`src/slrd_pkg.sv`:
```
// ----------------------------------------------------------------------------
// slrd_pkg: shared types and constants of the scan line record decoder
// Item layouts, the command passed from front to back, and the shade table.
// ----------------------------------------------------------------------------
package slrd_pkg;

  localparam int LINE_WIDTH_DEF = 4096;
  localparam int Q_DEPTH        = 4;

  localparam logic [7:0]  SHADE_OVER  = 8'd253;
  localparam logic [7:0]  SHADE_UNDER = 8'd254;
  localparam logic [3:0]  NPIX_GRAY   = 4'd4;
  localparam logic [3:0]  NPIX_BW     = 4'd12;
  localparam logic [12:0] NZ_MAX      = 13'h1FFF;
  localparam logic [15:0] OVF_MAX     = 16'hFFFF;

  typedef struct packed {
    logic        kind;
    logic        is_image;
    logic        is_raw;
    logic        is_eol;
    logic        is_gray;
    logic [11:0] pix_bits;
  } slrd_in_t;

  typedef struct packed {
    logic [11:0] column;
    logic [12:0] run_length;
    logic [7:0]  shade;
    logic        line_end;
    logic [12:0] pixels_in_line;
    logic        last;
  } slrd_out_t;

  typedef enum logic [1:0] {
    OP_GRAY,
    OP_BW,
    OP_BLANK,
    OP_END
  } slrd_op_t;

  typedef struct packed {
    slrd_op_t    op;
    logic        eol;
    logic [11:0] bits;
  } slrd_cmd_t;

  function automatic logic [7:0] shade_of(input logic [2:0] level);
    logic [7:0] s;
    case (level)
      3'd0:    s = 8'd0;
      3'd1:    s = 8'd36;
      3'd2:    s = 8'd73;
      3'd3:    s = 8'd109;
      3'd4:    s = 8'd146;
      3'd5:    s = 8'd182;
      3'd6:    s = 8'd219;
      default: s = 8'd255;
    endcase
    return s;
  endfunction

endpackage

```
`src/slrd_front.sv`:
```
// ----------------------------------------------------------------------------
// slrd_front: record classifier
// Sorts incoming records into commands and drops records without image data.
// ----------------------------------------------------------------------------
module slrd_front
  import slrd_pkg::*;
(
  input  logic      in_push,
  input  slrd_in_t  in_data,
  input  logic      q_full,
  output logic      q_push,
  output slrd_cmd_t q_cmd
);

  logic keep;

  // non-image camera records cause nothing, so they never reach the queue
  assign keep   = in_data.kind || in_data.is_image;
  assign q_push = in_push && !q_full && keep;

  always_comb begin
    q_cmd.eol  = in_data.is_eol;
    q_cmd.bits = in_data.pix_bits;
    if (in_data.kind) begin
      q_cmd.op = OP_END;
    end else if (!in_data.is_raw) begin
      q_cmd.op = OP_BLANK;
    end else if (in_data.is_gray) begin
      q_cmd.op = OP_GRAY;
    end else begin
      q_cmd.op = OP_BW;
    end
  end

endmodule

```
`src/slrd_fifo.sv`:
```
// ----------------------------------------------------------------------------
// slrd_fifo: command queue
// Short queue between classifier and line builder, head read directly.
// ----------------------------------------------------------------------------
module slrd_fifo
  import slrd_pkg::*;
(
  input  logic      clk,
  input  logic      rst_n,
  input  logic      push,
  input  slrd_cmd_t push_cmd,
  input  logic      pop,
  output slrd_cmd_t head,
  output logic      full,
  output logic      empty
);

  localparam int PTR_W = (Q_DEPTH > 1) ? $clog2(Q_DEPTH) : 1;
  localparam int CNT_W = $clog2(Q_DEPTH + 1);

  slrd_cmd_t            slot_r [Q_DEPTH];
  logic [PTR_W-1:0]     wr_ptr_r, wr_ptr_nxt;
  logic [PTR_W-1:0]     rd_ptr_r, rd_ptr_nxt;
  logic [CNT_W-1:0]     cnt_r, cnt_nxt;
  logic                 do_push, do_pop;

  assign full    = (cnt_r == CNT_W'(Q_DEPTH));
  assign empty   = (cnt_r == '0);
  assign head    = slot_r[rd_ptr_r];
  assign do_push = push && !full;
  assign do_pop  = pop && !empty;

  always_comb begin
    wr_ptr_nxt = wr_ptr_r;
    rd_ptr_nxt = rd_ptr_r;
    cnt_nxt    = cnt_r;
    if (do_push) begin
      wr_ptr_nxt = (wr_ptr_r == PTR_W'(Q_DEPTH - 1)) ? '0 : wr_ptr_r + 1'b1;
    end
    if (do_pop) begin
      rd_ptr_nxt = (rd_ptr_r == PTR_W'(Q_DEPTH - 1)) ? '0 : rd_ptr_r + 1'b1;
    end
    if (do_push && !do_pop) begin
      cnt_nxt = cnt_r + 1'b1;
    end else if (do_pop && !do_push) begin
      cnt_nxt = cnt_r - 1'b1;
    end
  end

  always_ff @(posedge clk) begin
    if (!rst_n) begin
      wr_ptr_r <= '0;
      rd_ptr_r <= '0;
      cnt_r    <= '0;
    end else begin
      wr_ptr_r <= wr_ptr_nxt;
      rd_ptr_r <= rd_ptr_nxt;
      cnt_r    <= cnt_nxt;
    end
  end

  always_ff @(posedge clk) begin
    if (do_push) begin
      slot_r[wr_ptr_r] <= push_cmd;
    end
  end

endmodule

```
`src/slrd_back.sv`:
```
// ----------------------------------------------------------------------------
// slrd_back: line builder
// Steps through one command per queue head, one run per cycle while the output is free, and keeps
// the line state (column, overflow, nonzero count).
// ----------------------------------------------------------------------------
module slrd_back
  import slrd_pkg::*;
#(
  parameter int LINE_WIDTH = LINE_WIDTH_DEF
) (
  input  logic      clk,
  input  logic      rst_n,
  input  slrd_cmd_t cmd,
  input  logic      q_empty,
  output logic      q_pop,
  output logic      out_empty,
  input  logic      out_pop,
  output slrd_out_t out_data
);

  localparam int COL_W = $clog2(LINE_WIDTH + 1);
  localparam int SUM_W = (COL_W > 14) ? COL_W : 14;
  localparam logic [COL_W-1:0] WIDTH_C = COL_W'(LINE_WIDTH);
  localparam logic [15:0]      WIDTH_16 = 16'(LINE_WIDTH);

  typedef enum logic [1:0] {
    S_BODY,
    S_CLOSE,
    S_OVER
  } state_t;

  state_t           st_r, st_nxt;
  logic [3:0]       idx_r, idx_nxt;
  logic [COL_W-1:0] col_r, col_nxt;
  logic [15:0]      ovf_r, ovf_nxt;
  logic [12:0]      nz_r, nz_nxt;
  slrd_out_t        out_r, out_nxt;
  logic             out_valid_r, out_valid_nxt;

  logic             step;
  logic             emit;
  slrd_out_t        res;
  logic [3:0]       npix;
  logic [2:0]       level;
  logic [COL_W-1:0] col_inc;
  logic [SUM_W-1:0] run_len, space, fit;
  logic [15:0]      over_len;

  function automatic logic [15:0] sat_add(input logic [15:0] a, input logic [15:0] b);
    logic [16:0] s;
    s = {1'b0, a} + {1'b0, b};
    return s[16] ? OVF_MAX : s[15:0];
  endfunction

  assign out_empty = !out_valid_r;
  assign out_data  = out_r;
  assign step      = !q_empty && (!out_valid_r || out_pop);
  assign npix      = (cmd.op == OP_GRAY) ? NPIX_GRAY : NPIX_BW;
  assign col_inc   = col_r + 1'b1;
  assign run_len   = SUM_W'({cmd.bits, 2'b00});
  assign space     = SUM_W'(WIDTH_C - col_r);
  assign fit       = (run_len < space) ? run_len : space;
  assign over_len  = (ovf_r < WIDTH_16) ? ovf_r : WIDTH_16;

  // gray groups come wire-swapped: 8..6, 11..9, 2..0, 5..3
  always_comb begin
    if (cmd.op == OP_GRAY) begin
      case (idx_r[1:0])
        2'd0:    level = cmd.bits[8:6];
        2'd1:    level = cmd.bits[11:9];
        2'd2:    level = cmd.bits[2:0];
        default: level = cmd.bits[5:3];
      endcase
    end else begin
      level = cmd.bits[4'd11 - idx_r] ? 3'd7 : 3'd0;
    end
  end

  always_comb begin
    st_nxt        = st_r;
    idx_nxt       = idx_r;
    col_nxt       = col_r;
    ovf_nxt       = ovf_r;
    nz_nxt        = nz_r;
    out_nxt       = out_r;
    out_valid_nxt = out_valid_r && !out_pop;
    q_pop         = 1'b0;
    emit          = 1'b0;
    res           = '0;

    if (step) begin
      case (st_r)
        S_BODY: begin
          case (cmd.op)
            OP_END: begin
              if (col_r == '0) begin
                q_pop = 1'b1;
              end else begin
                st_nxt = S_CLOSE;
              end
            end
            OP_BLANK: begin
              ovf_nxt = sat_add(ovf_r, 16'(run_len - fit));
              if (fit != '0) begin
                emit           = 1'b1;
                res.column     = 12'(col_r);
                res.run_length = 13'(fit);
                res.last       = !cmd.eol;
              end
              col_nxt = col_r + COL_W'(fit);
              if (cmd.eol) begin
                st_nxt = S_CLOSE;
              end else begin
                q_pop = 1'b1;
              end
            end
            default: begin
              if (col_r < WIDTH_C) begin
                emit           = 1'b1;
                res.column     = 12'(col_r);
                res.run_length = 13'd1;
                res.shade      = shade_of(level);
                // later pixels of this item fall past the line end
                res.last       = !cmd.eol && ((idx_r == npix - 1'b1) || (col_inc == WIDTH_C));
                col_nxt        = col_inc;
                if (level != 3'd0 && nz_r != NZ_MAX) begin
                  nz_nxt = nz_r + 1'b1;
                end
              end else begin
                ovf_nxt = sat_add(ovf_r, 16'(npix - idx_r));
              end
              if ((col_r < WIDTH_C) && (idx_r != npix - 1'b1)) begin
                idx_nxt = idx_r + 1'b1;
              end else begin
                idx_nxt = '0;
                if (cmd.eol) begin
                  st_nxt = S_CLOSE;
                end else begin
                  q_pop = 1'b1;
                end
              end
            end
          endcase
        end
        S_CLOSE: begin
          emit               = 1'b1;
          res.column         = 12'(col_r);
          res.line_end       = 1'b1;
          res.pixels_in_line = nz_r;
          res.last           = (ovf_r == '0);
          if (col_r < WIDTH_C) begin
            res.run_length = 13'(WIDTH_C - col_r);
            res.shade      = SHADE_UNDER;
          end
          col_nxt = '0;
          nz_nxt  = '0;
          if (ovf_r != '0) begin
            st_nxt = S_OVER;
          end else begin
            st_nxt = S_BODY;
            q_pop  = 1'b1;
          end
        end
        S_OVER: begin
          emit           = 1'b1;
          res.run_length = 13'(over_len);
          res.shade      = SHADE_OVER;
          res.line_end   = 1'b1;
          res.last       = 1'b1;
          ovf_nxt        = '0;
          st_nxt         = S_BODY;
          q_pop          = 1'b1;
        end
        default: begin
          st_nxt = S_BODY;
        end
      endcase
    end

    if (emit) begin
      out_nxt       = res;
      out_valid_nxt = 1'b1;
    end
  end

  always_ff @(posedge clk) begin
    if (!rst_n) begin
      st_r        <= S_BODY;
      idx_r       <= '0;
      col_r       <= '0;
      ovf_r       <= '0;
      nz_r        <= '0;
      out_valid_r <= 1'b0;
    end else begin
      st_r        <= st_nxt;
      idx_r       <= idx_nxt;
      col_r       <= col_nxt;
      ovf_r       <= ovf_nxt;
      nz_r        <= nz_nxt;
      out_valid_r <= out_valid_nxt;
    end
    out_r <= out_nxt;
  end

endmodule

```
`src/scan_line_record_decoder.sv`:
```
// ----------------------------------------------------------------------------
// scan_line_record_decoder: scan line rebuilder for line-scan camera records
// Turns camera records into pixel runs of fixed-width scan lines.
// ----------------------------------------------------------------------------
// Usage
//   in_*  : records are pushed while in_full is low; records without image
//           data are taken and dropped at once.
//   out_* : runs wait on out_data while out_empty is low; out_pop takes one.
//   Each record yields 0 to 14 runs; last marks the final run of a record.
// Path: a record is written into the command queue, and its first run is then
//   registered in the output register.
// Throughput: one run per cycle from the single line builder while out_pop
//   keeps the output free; each run takes a builder step (up to 14 for a raw
//   black-and-white record closing a line with overflow), and a body that
//   emits nothing takes a step too: an end-of-data record, a blank run that
//   does not fit, or raw pixels that spill past the line end. A 4-deep
//   command queue lets records arrive while earlier ones are being expanded.
// Reset: clears the queue, the output valid flag and the line state (column,
//   overflow and nonzero counts, builder state and pixel index).
// Stall: while a run waits unpopped the builder holds; once the queue fills
//   in_full rises and stays high until space frees up.
// ----------------------------------------------------------------------------
module scan_line_record_decoder
  import slrd_pkg::*;
#(
  parameter int LINE_WIDTH = LINE_WIDTH_DEF
) (
  input  logic      clk,
  input  logic      rst_n,
  input  logic      in_push,
  output logic      in_full,
  input  slrd_in_t  in_data,
  output logic      out_empty,
  input  logic      out_pop,
  output slrd_out_t out_data
);

  logic      q_push, q_pop, q_full, q_empty;
  slrd_cmd_t q_cmd, q_head;

  assign in_full = q_full;

  slrd_front u_front (
    .in_push (in_push),
    .in_data (in_data),
    .q_full  (q_full),
    .q_push  (q_push),
    .q_cmd   (q_cmd)
  );

  slrd_fifo u_fifo (
    .clk      (clk),
    .rst_n    (rst_n),
    .push     (q_push),
    .push_cmd (q_cmd),
    .pop      (q_pop),
    .head     (q_head),
    .full     (q_full),
    .empty    (q_empty)
  );

  slrd_back #(
    .LINE_WIDTH (LINE_WIDTH)
  ) u_back (
    .clk       (clk),
    .rst_n     (rst_n),
    .cmd       (q_head),
    .q_empty   (q_empty),
    .q_pop     (q_pop),
    .out_empty (out_empty),
    .out_pop   (out_pop),
    .out_data  (out_data)
  );

  // nothing waits on the result side right after reset
  a_reset_empty: assert property (@(posedge clk) !rst_n |=> out_empty)
    else $error("result pending after reset");

  // overflow line always starts at column 0, closes a line and ends its item
  a_over_line: assert property (@(posedge clk) disable iff (!rst_n)
    (!out_empty && out_data.shade == SHADE_OVER) |->
      (out_data.column == '0 && out_data.line_end && out_data.last))
    else $error("malformed overflow line");

  // pixel count only travels on a line close
  a_count_on_close: assert property (@(posedge clk) disable iff (!rst_n)
    (!out_empty && !out_data.line_end) |-> (out_data.pixels_in_line == '0))
    else $error("pixel count outside line close");

  // fill runs only appear as line closes
  a_fill_closes: assert property (@(posedge clk) disable iff (!rst_n)
    (!out_empty && out_data.shade == SHADE_UNDER) |-> out_data.line_end)
    else $error("fill run without line close");

endmodule
```
`config.mk`:
```
export PLATFORM = sky130hd
export DESIGN_NAME = scan_line_record_decoder
export DESIGN_NICKNAME = d
export VERILOG_FILES = /design/src/slrd_pkg.sv /design/src/slrd_front.sv /design/src/slrd_fifo.sv /design/src/slrd_back.sv /design/src/scan_line_record_decoder.sv
export SDC_FILE = /design/constraint.sdc
export NUM_CORES = 1
export LEC_CHECK = 0
export BUFFER_PORTS_ARGS = -buffer_cell sky130_fd_sc_hd__buf_2
export CAP_MARGIN = 10
export CORE_ASPECT_RATIO = 0.9
export CORE_MARGIN = 8
export CORE_UTILIZATION = 49
export DETAILED_ROUTE_END_ITERATION = 8
export PLACE_DENSITY = 0.67
export SYNTH_ARGS = -nofsm -noshare
export SYNTH_HDL_FRONTEND = slang
export SYNTH_SLANG_ARGS = --single-unit
```
`constraint.sdc`:
```
create_clock -name clk -period 19.95 [get_ports clk]
set_input_delay 3.99 -clock clk [delete_from_list [all_inputs] [get_ports clk]]
set_output_delay 3.99 -clock clk [all_outputs]
set_load 0.02 [all_outputs]
```
Word level (Yosys, flattened, before mapping). Memories as Yosys holds them, arrays and structs flattened. A register that Yosys moved wholly into a read port is not among the register bits. Cells that the tools add are included.

Add/sub/neg operators: 16. Multiply operators: 0. Divide/modulo/power cells: 0. Magnitude comparators: 4. Equal/unequal tests: 27. Shifts and indexed selects: 0. Mux-type cells: 64. Bitwise logic cells: 1. Reduce and logical (&&, ||, !) cells: 42.

Operators with widths (count): $pmux W13 S2 (3); $mux W13 (5); $pmux W16 S2 (2); $pmux W21 S3 (1); $pmux W8 S7 (1); $pmux W25 S2 (1); $mux W16 (3); $add A16 B16 Y17 (2); $mux W33 (1); $add A13 B1 Y13 const B (2); $mux W25 (1); $pmux W12 S2 (1); $mux W21 (1); $mux W2 (10); $logic_not A16 Y1 (1); $lt A16 B13 Y1 const B (1); $mux W1 (16); $reduce_bool A16 Y1 (1); $sub A14 B14 Y15 (1); $lt A14 B14 Y1 (1); $mux W14 (1); $reduce_bool A14 Y1 (1); $sub A13 B13 Y14 const A (1); $add A13 B13 Y13 (1); other kinds (46) (95).

Register bits: 104. Bits in latches: 0. RAM bits: 60. Bits in read-only memories: 0. Memories kept: 1.

Memories: u_fifo.slot_r (words 4, width 15, rd ports 1, clocked after memory_dff 1, write ports 1, line slrd_fifo.sv:21) `slrd_cmd_t slot_r [Q_DEPTH];`.

Longest topological paths before layout.
Depth in word-level cells: 13. Depth in mapped cells: 37. Gate-level depth less buffers: 33.

By module. Synthesis repeated with hierarchy kept, for this count alone.

Cell total of the unflattened synthesis: 1178. Area total of the unflattened synthesis: 11198.2 sq um.

By module, submodules not included: slrd_back (instances 1, cells each 1031, area each 8400.6 sq um); slrd_fifo (instances 1, cells each 129, area each 2665.1 sq um); slrd_front (instances 1, cells each 18, area each 132.6 sq um).

Worst setup path after synthesis. OpenSTA, ideal clock, no wires.

Path type: reg2reg. Start: register u_back.col_r[0]. End: register u_back.ovf_r[13]. Arrival: 6.835 ns. Required time: 19.832 ns. Slack: 12.997 ns. Cell stages (with the launch flop): 33. Buffers on the path: 4. Path through: dfxtp_1 > clkbuf_1 > inv_1 > ha_1 > nor3b_1 > nand2_1 > or3_4 > nand2_2 > inv_1 > ha_1 > nand4_1 > nor3_1 > o21ai_0 > nand3_1 > clkbuf_1 > clkbuf_1 > mux2_2 > inv_1 > ha_1 > a21o_1 > a21oi_1 > o21bai_1 > a21oi_1 > o21bai_1 > nand2b_1 > a31oi_1 > o41ai_1 > ha_1 > a2111oi_0 > a21oi_1 > clkbuf_1 > o221ai_1 > nand2_1.

Word-level cells in the longest chain between the ends: 8. Elaborated cells between the ends (all ways): 11.

RTL lines: from (decl) (line slrd_back.sv:34) `logic [COL_W-1:0] col_r, col_nxt;`; from (signal assigned) (line slrd_back.sv:197) `col_r <= col_nxt;`; $sub A13 B13 Y14 (line slrd_back.sv:61) `assign space = SUM_W'(WIDTH_C - col_r);`; $lt A14 B14 Y1 (line slrd_back.sv:62) `assign fit = (run_len < space) ? run_len : space;`; $mux W14 (line slrd_back.sv:62); $sub A14 B14 Y15 (line slrd_back.sv:103) `ovf_nxt = sat_add(ovf_r, 16'(run_len - fit));`; $add A16 B16 Y17 (line slrd_back.sv:51) `s = {1'b0, a} + {1'b0, b};`; $mux W16 (line slrd_back.sv:52) `return s[16] ? OVF_MAX : s[15:0];`; $pmux W16 S2 (line slrd_back.sv:94) `case (cmd.op)`; $pmux W16 S2 (line slrd_back.sv:92) `case (st_r)`; to (signal assigned) (line slrd_back.sv:198) `ovf_r <= ovf_nxt;`; to (decl) (line slrd_back.sv:35) `logic [15:0] ovf_r, ovf_nxt;`.

Parallel ways exist; a longest one is shown, timed or not. A chain may end at the register's enable or synchronous reset.

Worst setup path in the final report.
Start: register u_back.col_r[6]. End: register u_back.ovf_r[7].

Same word-level chain as after synthesis.

==> results by group <==
Status
  • Status: completed

Logic synthesis
  • Ys flop type: edfxtp_1
  • Synth warnings: 0
  • Netlist Area Pre-Place: approximately 11,000 um2
  • Mux cell area share after synthesis: under 10%
  • Post-Synth XOR/XNOR Area: 5.01%
  • Async SR Flop Fraction: 0%
  • Net Count, Synth: between 1k and 1.5k
  • Area share of fa/ha/maj cells after synthesis: 10.6%
  • Compound-gate portion of the synthesized area: between 10% and 20%
  • Yosys cell types: between 70 and 80
  • Dominant cell type by area after synthesis: edfxtp_1
  • Syn Area/Cell: 9.77 um2
  • Post-synthesis simple-gate area fraction: 15.8%
  • Cells after synthesis: roughly 1.1k
  • Yosys reg bits: 163
  • Top cells by area, synth: edfxtp_1 (29%), dfxtp_1 (11%), ha_1 (10%), a21oi_1 (3.4%), nor2_1 (3.3%)
  • Post-synthesis sequential area ratio: ~40%
  • Largest family of logic cells by synthesized area: compound AO/OA/AOI/OAI gates
  • Synth top area share: slightly below 30%
  • Post-synth EDFFs: around 110

Routing
  • DRC violations left: 0
  • Drt pass-1 iters: 7
  • Drt via density: roughly 6.1
  • Number of antenna-violating nets in the routed design: 0
  • Final WL: between 20,000 and 30,000 um
  • Initial DRC Count: between 700 and 800
  • Via Count: around 9k
  • WL/cell: 19.0 um

Clock network
  • H-tree Lvls: 4
  • Clk Latency, worst-skew pair: around 0.44 ns
  • Post-CTS Setup Repair Bufs: 0
  • Clk slew on worst S/H paths: about 0.07 ns
  • CTS Root Cell: clkbuf_16
  • TritonCTS clock tree: yes
  • Bufs on Longest Clock Path: 2
  • TritonCTS buffer count: 17
  • Post-CTS Resized: 0
  • # hold bufs at CTS: 0
  • Clock Sinks: around 160

Layout
  • Fillcell total: 1,960
  • Area grow syn2layout: 9.88%
  • Net count reported at finish: roughly 1.3k
  • Layout cells sized above 1: roughly an eighth
  • Antenna cells: 0

Setup path
  • CP Class: flop to flop
  • CP max-delay cell: nand3_1
  • CP bufs+invs: 3
  • Required time of the critical path: between 20 and 25 ns
  • CP delay by family, top: compound AO/OA/AOI/OAI gates
  • Startpoint types: flop
  • R2R cell count: 27
  • Reg2reg end: u_back.ovf_r[7]$_SDFFE_PN0P_
  • Endpoint class of the critical path: flop
  • CP peak stage delay: between 0.8 and 0.9 ns
  • Launch point of the worst reg-to-reg path: u_back.col_r[6]$_SDFFE_PN0P_
  • Flop2flop setup slack: 11.97 ns
  • Worst path arrival time: 8.29 ns
  • CP Max Fanout: 23

STA
  • Slew margin rel.: roughly 18%
  • Final min period: between 7 and 8 ns
  • RSZ-0062 raised after global routing: no
  • Final Cycle Share: 40.0%
  • Final Setup Violations: 0
  • Final Hold Vio Count: 0
  • Fmax: around 130 MHz
  • Total Negative Setup Slacks: 0 ns
  • Clk_skew: ~0.014 ns
  • Slew Limit Fails: 0
  • Tightest Pin Transition: about 1.2 ns

GRT
  • Vias in the first global route: around 9k
  • Aggregate global routing overflow: 0
  • Largest net degree at the start of global routing: 46
  • All-layer global routing usage: between 20% and 30%
  • Initial antenna violation count: 0
  • First-pass GRT wire length: around 46,000 um

Placed design
  • Count of input and output buffers: 70
  • GP Congestion: approximately 0.94
  • Dpl hpwl: 20,500 um

Floorplanning
  • Core box area: 21,700 um2
  • Row cnt: a little over 50
  • Die height: ~160 um
  • Die area: between 20,000 and 30,000 um2
  • Io pins: between 70 and 80
  • Die width: between 150 and 200 um
  • Initial Utilization: between 40% and 50%

Flow run
  • Max-Cap Viols: 0

Worst hold path
  • Worst Hold Launch: u_back.nz_r[1]$_SDFFE_PN0P_
  • Hold Crit Class: flop to flop
  • Hold Crit Endpoint: u_back.nz_r[1]$_SDFFE_PN0P_
  • Hold path depth: 2
## cell usage after synthesis (10+ instances only)
| library cell | count |
|---|---|
| mux2_2 | 14 |
| nor4_1 | 11 |
| mux4_2 | 15 |
| xnor2_1 | 38 |
| nor3_1 | 24 |
| clkbuf_1 | 36 |
| xor2_1 | 24 |
| a21oi_1 | 74 |
| ha_1 | 87 |
| o22ai_1 | 19 |
| nor2_1 | 95 |
| and3_1 | 25 |
| a222oi_1 | 12 |
| o21ai_0 | 66 |
| inv_1 | 54 |
| mux2i_1 | 21 |
| nand2_1 | 79 |
| nand3_1 | 28 |
| edfxtp_1 | 105 |
| a21o_1 | 16 |
| a31oi_1 | 13 |
| dfxtp_1 | 58 |
| and2_1 | 21 |
| nand2b_1 | 16 |
| a311oi_1 | 10 |
## flip-flops by register name, summed over array words and instances (netlist names), named ones only
register            flops
u_back.out_data        45
u_back.idx_r            4
u_fifo.wr_ptr_r         2
u_fifo.rd_ptr_r         2
u_back.col_r           13
u_back.nz_r            13
u_fifo.slot_r          60
u_back.st_r             2
u_back.out_valid_r      1
u_back.ovf_r           16
u_fifo.cnt_r            3
## worst max-delay path by stage
stage	depth (start not counted)	to	startpoint	slack, ns
global placement	30	u_back.ovf_r[1]$_SDFFE_PN0P_	u_back.col_r[6]$_SDFFE_PN0P_	12.02
detailed placement	30	u_back.ovf_r[5]$_SDFFE_PN0P_	u_back.col_r[6]$_SDFFE_PN0P_	11.78
CTS	30	u_back.ovf_r[7]$_SDFFE_PN0P_	u_back.col_r[6]$_SDFFE_PN0P_	11.65
floorplan	32	u_back.ovf_r[13]$_SDFFE_PN0P_	u_back.col_r[0]$_SDFFE_PN0P_	13.00
finish	27	u_back.ovf_r[7]$_SDFFE_PN0P_	u_back.col_r[6]$_SDFFE_PN0P_	11.97
global route	29	u_back.ovf_r[10]$_SDFFE_PN0P_	u_back.col_r[0]$_SDFFE_PN0P_	11.45
## per-stage QoR
| step | instance area [um2] | hold slack, ns | utilization [%] | setup slack [ns] | cells |
|---|---|---|---|---|---|
| 4_1_cts | 11900 | 0.496 | 54.9 | 11.65 | 1457 |
| 5_1_grt | 11900 | 0.519 | 54.9 | 11.45 | 1458 |
| 2_1_floorplan | 10800 | 0.452 | - | 13.00 | 1110 |
| 3_5_place_dp | 11400 | 0.487 | 52.4 | 11.78 | 1426 |
| 3_3_place_gp | 11400 | 0.480 | 52.4 | 12.02 | 1426 |
| 6_report | 11900 | 0.493 | 54.9 | 11.97 | 1458 |
## per-layer routing
metal	vias up	GRT usage [%]	part of all wire, %
met3	50	4.29	6.8
met4	0	6.81	2.0
met5	-	0	0
met1	4259	26.9	45
li1	4247	-	-
met2	338	34.0	46
## worst register-to-register path, cell delays in order (launching register included)
cell       delay, ns
dfxtp_1         0.49
or4_4           0.62
or3_1           0.38
or3_4           0.42
nand2_2         0.09
inv_1           0.05
ha_1            0.30
nand2_1         0.07
nor2_1          0.04
a211oi_1        0.44
nand3_1         0.82
mux2_2          0.60
inv_1           0.07
ha_1            0.27
a21o_1          0.20
a21oi_1         0.23
o21bai_1        0.09
a21oi_1         0.23
o21bai_1        0.13
nand2b_1        0.11
a31oi_1         0.12
o41ai_1         0.41
ha_1            0.36
a2111oi_0       0.59
a21oi_1         0.21
buf_4           0.24
o22ai_1         0.18
o21ai_0         0.09
## kinds of logic after synthesis
logic type	count (synthesis)
AO/OA/AOI/OAI	297
XOR/XNOR	62
adder cells (fa/ha/maj)	90
buffers and inverters	106
flip-flops	163
multiplexers	50
AND/OR/NAND/NOR	342
## cell type report
class / count / area (um2) / share of cell area, %
Multi-Input combinational cell: 841 / 6080 / 51.0
Sequential cell: 163 / 4310 / 36.2
Timing Repair Buffer: 77 / 403 / 3.38
Tap cell: 291 / 364 / 3.06
Inverter: 55 / 206 / 1.73
Clock buffer: 18 / 429 / 3.60
Clock inverter: 13 / 116 / 0.977
## cells in the final DEF (no fill, tap or decap), drive strengths merged, types with 13 or more instances in the layout
| master | n |
|---|---|
| mux2i | 21 |
| clkbuf | 18 |
| a21oi | 75 |
| mux2 | 14 |
| nand3 | 28 |
| o21ai | 68 |
| mux4 | 15 |
| nand2b | 16 |
| nor2 | 95 |
| ha | 87 |
| dfxtp | 58 |
| xnor2 | 38 |
| o22ai | 19 |
| xor2 | 24 |
| nand2 | 80 |
| nor4 | 13 |
| inv | 61 |
| a31oi | 13 |
| a21o | 16 |
| and3 | 25 |
| and2 | 21 |
| edfxtp | 105 |
| buf | 77 |
| nor3 | 25 |
Power is left out: the tool's default activity adds up to more than one toggle a clock period on the data nets, which glitch-free logic cannot reach.
